==> src/rtl/ptw_pkg.sv <==
`timescale 1ns / 1ps
`default_nettype none

package ptw_pkg;

  localparam int ENTRIES_PER_TABLE = 512;
  localparam int LEVELS            = 4;
  localparam int IDX_W             = 9;
  localparam int OFF_W             = 12;
  localparam int FRAME_W           = 40;
  localparam int ENTRY_W           = 42;
  localparam int VA_W              = 48;
  localparam int PA_W              = 52;
  localparam int STATUS_W          = 2;

  // Entry layout: frame number above two flag bits.
  localparam int FLAG_PRESENT_BIT = 0;
  localparam int FLAG_WRITE_BIT   = 1;

  localparam logic ACT_TRANSLATE = 1'b0;
  localparam logic ACT_MAP       = 1'b1;

  localparam logic [STATUS_W-1:0] STATUS_OK            = 2'd0;
  localparam logic [STATUS_W-1:0] STATUS_NOT_MAPPED    = 2'd1;
  localparam logic [STATUS_W-1:0] STATUS_OUT_OF_TABLES = 2'd2;

  typedef enum logic {
    FU_SUB = 1'b0,
    FU_ADD = 1'b1
  } fu_op_t;

  typedef struct packed {
    fu_op_t             op;
    logic [FRAME_W-1:0] a;
    logic [FRAME_W-1:0] b;
  } fu_req_t;

  typedef struct packed {
    logic [FRAME_W-1:0] sum;
    logic               in_range;
  } fu_rsp_t;

endpackage

`default_nettype wire

==> src/rtl/ptw_frame_unit.sv <==
`timescale 1ns / 1ps
`default_nettype none

// Shared 40-bit frame adder. In subtract mode it gives an entry's offset
// from the pool base and whether that offset lands on a pool page; in add
// mode it forms the frame number of a newly allocated table page.
module ptw_frame_unit #(
  parameter int NUM_TABLE_PAGES = 64
) (
  input  wire ptw_pkg::fu_req_t req,
  output ptw_pkg::fu_rsp_t      rsp
);
  import ptw_pkg::*;

  logic [FRAME_W-1:0] b_eff;
  logic [FRAME_W-1:0] sum;

  always_comb begin
    b_eff = (req.op == FU_SUB) ? ~req.b : req.b;
    sum   = req.a + b_eff + {{(FRAME_W-1){1'b0}}, (req.op == FU_SUB)};
    rsp.sum      = sum;
    rsp.in_range = (sum < FRAME_W'(NUM_TABLE_PAGES));
  end

endmodule

`default_nettype wire

==> config.mk <==
export PLATFORM = sky130hd
export DESIGN_NAME = ptw_frame_unit
export DESIGN_NICKNAME = d
export VERILOG_FILES = /design/src/rtl/ptw_pkg.sv /design/src/rtl/ptw_frame_unit.sv
export SDC_FILE = /design/constraint.sdc
export NUM_CORES = 1
export LEC_CHECK = 0
export BUFFER_PORTS_ARGS = -buffer_cell sky130_fd_sc_hd__buf_2
export CAP_MARGIN = 0
export CELL_PAD_IN_SITES_DETAIL_PLACEMENT = 1
export CELL_PAD_IN_SITES_GLOBAL_PLACEMENT = 1
export CORE_MARGIN = 1.5
export CORE_UTILIZATION = 37
export DETAILED_ROUTE_END_ITERATION = 10
export PLACE_DENSITY_LB_ADDON = 0.25
export SETUP_SLACK_MARGIN = 0.2
export SYNTH_ARGS = -nofsm -noshare
export SYNTH_HDL_FRONTEND = slang
export SYNTH_SLANG_ARGS = --single-unit
==> constraint.sdc <==
create_clock -name vclk -period 14.3
set_input_delay 2.145 -clock vclk [all_inputs]
set_output_delay 2.145 -clock vclk [all_outputs]
set_load 0.02 [all_outputs]
**Yosys cells after proc, flatten, opt, wreduce, memory -nomap -nowiden**

Cells that the tools add are included.

- Add/sub/neg operators: 2
- $mul: 0
- Divide/modulo/power cells: 0
- Magnitude comparators: 1
- Equal/unequal tests: 0
- Shifts and indexed selects: 0
- Mux-type cells: 1
- Bitwise operators: 2
- Reductions and logical operators: 0

Operators with widths:

| cell | number |
|---|---|
| $add A40 B1 Y40 | 1 |
| $add A40 B40 Y40 | 1 |
| $lt A40 B7 Y1 const B | 1 |
| $mux W40 | 1 |
| $not A40 Y40 | 1 |
| $not A1 Y1 | 1 |

- Register bits after elaboration: 0
- Bits in latches: 0
- Bits in writable memories: 0
- Memory bits (read-only): 0
- Output and inout port bits: 41
- Memories: 0

**Longest topological paths before layout**

- Depth in word-level cells: 5
- Mapped depth: 16

**Least setup slack after synthesis**

No wires, ideal clock.

- Path kind: input-to-output
- From: in req[80] (netlist bit)
- To: out rsp[0] (netlist bit)
- Arrival: 6.465 ns
- Setup slack: 5.690 ns
- Cell stages on the path: 15
- Path buffers: 4
- Path through: buf_2 clkbuf_1 clkbuf_1 xnor2_1 ha_1 clkbuf_1 nand4_1 or3_1 o22ai_1 o2111ai_1 a31o_2 xnor2_1 or3_1 or4_1 nor4_2

RTL lines:

| item | line | source |
|---|---|---|
| start: declaration | ptw_frame_unit.sv:10 | `input wire ptw_pkg::fu_req_t req,` |
| end: declaration | ptw_frame_unit.sv:11 | `output ptw_pkg::fu_rsp_t rsp` |

==> impl_metrics.yaml <==
power_and_ir_drop:
  total_leakage_power_nw: 1.495
  worst_ir_drop_vdd_mv: 0.04439
  p_per_area_nw_per_um2: 90.97
  power.share.combinational_pct: 100.0
  power_frac_seq_pct: 0
  cell_internal_pwr_mw: 0.1089
  sw_frac_of_total_pct: 64.24
  pwr-share-clk_pct: 0
  switching_power_mw: 0.1957
layout:
  post_route_cells_drive_above_1_share_pct: 26.72
  final.fill_count: 972
  post_layout_instance_area_um2: 3348
  layout.clock_buffers: 0
  final_nets: 616
  register_area_um2: 0
  area_delta_synth_final_pct: 24.35
  nFlopsAndLatches: 0
  num_antenna_cells: 0
timing:
  achievable-frequency_mhz: 117.7
  timing.slew.headroom_pct: 57.37
  hold_violations: 0
  final.period_utilization_pct: 59.40
  tns_ns: 0
  worst_pin_slew_ns: 0.6395
  rsz0062_at_grt: "false"
  timing.final.setup_violations: 0
  maxSlewViolCount: 0
  post-route-min-period_ns: 8.494
route:
  wl_final_mm: 9.625
  route.detailed.wl_per_inst_um: 16.31
  vias_per_cell: 5.603
  drt_pass1_iterations: 4
  vias: 3306
  dr.first_iter.drc_count: 115
  top_layer_reached_by_signal_wires: "met4"
  wl_met1_mm: 4.554
  met2_length_mm: 4.352
  drt.antenna.violating_nets: 0
  detail_route.drc_violations: 0
  met3_length_um: 645
global_route:
  grt_pass1_vias: 3266
  number_of_antenna_violations_at_the_first_check_in_global_routing: 0
  grt_first_pass_wirelength_mm: 15.46
  grt_max_degree: 41
  globalRouteOverflowTotal: 0
  grtUsageTotal_pct: 24.34
setup_path:
  worstPathMaxFanout: 40
  cp-start-kind: "input port"
  end_kind: "primary output"
  critPathRequiredTime_ns: 12.15
  critPathKind: "in2out"
  cp_slowest_cell: "sky130_fd_sc_hd__buf_4"
  crit_arrival_ns: 6.35
  delay_of_the_slowest_critical_path_stage_ns: 0.52
  crit_path_cell_trace: "buf_2, buf_4, xnor2_1, ha_1, nand2_1, o31ai_1, a31oi_1, o21ai_1, a21oi_2, o21bai_1, xor2_1, or4_1, or4_1, nor4_2, buf_2"
place:
  dp_hpwl_mm: 8.344
  gpl.final_weighted_congestion: 0.9081
  portBuffers: 122
  placed_area_um2: 3348
die:
  fp.dieW_um: 88.31
  placementRows: 30
  die_height_um: 88.31
  io-pin-count: 122
  core-area_um2: 6907
  initial_utilization_pct: 38.99
  die-area_um2: 7798
job:
  max_cap_viol_count: 0
logic_synthesis:
  post_synthesis_sequential_area_ratio_pct: 0
  synth.distinct_cells: 48
  syn_area_um2: 2693
  synthesis.yosys.warnings: 0
  syn_area_per_cell_um2: 6.904
  synth_cells: 390
  synth_fp_nets: 510
run_status:
  result_of_the_run: "finished clean"
cts:
  postCtsSetupBuffers: 0
  post_cts.resized_instances: 0
  cts_hold_buffers: 0
worst_hold_path:
  hold_class: "in2out"
synthesized netlist by cell type, drive strengths merged:
master / n / share of area [%]
buf: 5 / 1.1
nor3: 12 / 2.2
xor2: 20 / 6.5
nand3b: 1 / 0.28
a221oi: 1 / 0.33
a21oi: 46 / 9.2
fa: 1 / 0.74
xnor2: 60 / 20
and4: 1 / 0.33
nor2: 18 / 2.5
a21o: 7 / 2.0
a211oi: 5 / 1.6
o31ai: 4 / 1.1
nand3: 10 / 1.9
nor4: 4 / 1.2
a311oi: 1 / 0.33
nand2: 39 / 5.4
and3: 2 / 0.46
clkbuf: 14 / 2.0
or3: 5 / 1.2
nor2b: 3 / 0.70
o21ai: 33 / 6.1
nand2b: 7 / 1.6
or4: 4 / 1.1
a41oi: 3 / 0.98
o22ai: 2 / 0.46
nand4: 10 / 2.3
a2111o: 1 / 0.42
ha: 38 / 18
and2: 1 / 0.23
o21bai: 9 / 2.6
a31oi: 9 / 2.6
inv: 7 / 0.98
a31o: 1 / 0.33
o2111ai: 1 / 0.33
o221ai: 1 / 0.33
o211ai: 3 / 1.0
a22oi: 1 / 0.28
logic make-up after synthesis:
group	Yosys count	synth area share (%)
AOI/OAI and AO/OA	128	30.11
and+or+nand+nor	117	21.42
xor gates and xnor gates	80	26.02
adders and majority gates	39	18.40
buffers and inverters	26	4.043
per-stage QoR:
| stage | hold slack [ns] | power (mW) | cells | util [%] | setup WS (ns) |
|---|---|---|---|---|---|
| final | 4.599 | 0.3046 | 590 | 48.48 | 5.806 |
| after global routing | 4.612 | 0.3302 | 590 | 48.48 | 5.462 |
| after CTS | 4.605 | 0.3037 | 590 | 48.48 | 5.799 |
| after detailed placement | 4.604 | 0.3019 | 590 | 48.48 | 5.811 |
| after global placement | 4.591 | 0.2975 | 590 | 48.48 | 5.903 |
| after floorplan | 4.414 | 0.2084 | 390 | - | 5.690 |
routing by layer:
layer / vias to the layer above / global-route usage, %
met5: - / 0
met4: 0 / 1.847
met3: 8 / 1.586
met2: 124 / 41.50
met1: 1530 / 35.02
li1: 1644 / -
cell usage in the layout (no fill, tap or decap), drive strengths merged, types with 2 or more instances in the layout:
cell type | synthesis | layout
a211oi | 5 | 5
a21o | 7 | 7
a21oi | 46 | 46
a31oi | 9 | 9
a41oi | 3 | 3
and3 | 2 | 2
buf | 5 | 123
ha | 38 | 38
inv | 7 | 7
nand2 | 39 | 39
nand2b | 7 | 7
nand3 | 10 | 10
nand4 | 10 | 10
nor2 | 18 | 18
nor2b | 3 | 3
nor3 | 12 | 12
nor4 | 4 | 4
o211ai | 3 | 3
o21ai | 33 | 33
o21bai | 9 | 9
o22ai | 2 | 2
o31ai | 4 | 4
or3 | 5 | 5
or4 | 4 | 4
xnor2 | 60 | 60
xor2 | 20 | 20
power by group through the flow:
stage / Combinational (mW) / Clock [mW] / Sequential, mW
floorplan: 0.208 / 0 / 0
global placement: 0.297 / 0 / 0
global route: 0.330 / 0 / 0
detailed placement: 0.302 / 0 / 0
CTS: 0.304 / 0 / 0
finish: 0.305 / 0 / 0
layout make-up:
class	instances	area (um2)	share of cell area (%)
repair buffers	123	618.1	18.46
inverters	7	26.28	0.7848
well taps	96	120.1	3.587
multi-input cells	364	2584	77.17
worst paths after layout:
check               start  depth (start not counted)     end  slack, ns
hold / removal    req[40]                          3  rsp[1]       4.60
setup / recovery  req[80]                         15  rsp[0]       5.81
critical path, delay by kind of cell:
| kind | cells | cell delay [ns] |
|---|---|---|
| simple gates | 4 | 1.31 |
| xor+xnor | 2 | 0.26 |
| compound gates | 5 | 1.42 |
| fa+ha+maj | 1 | 0.41 |
| buf+inv | 3 | 0.80 |
Power figures use the tool's default switching activity.
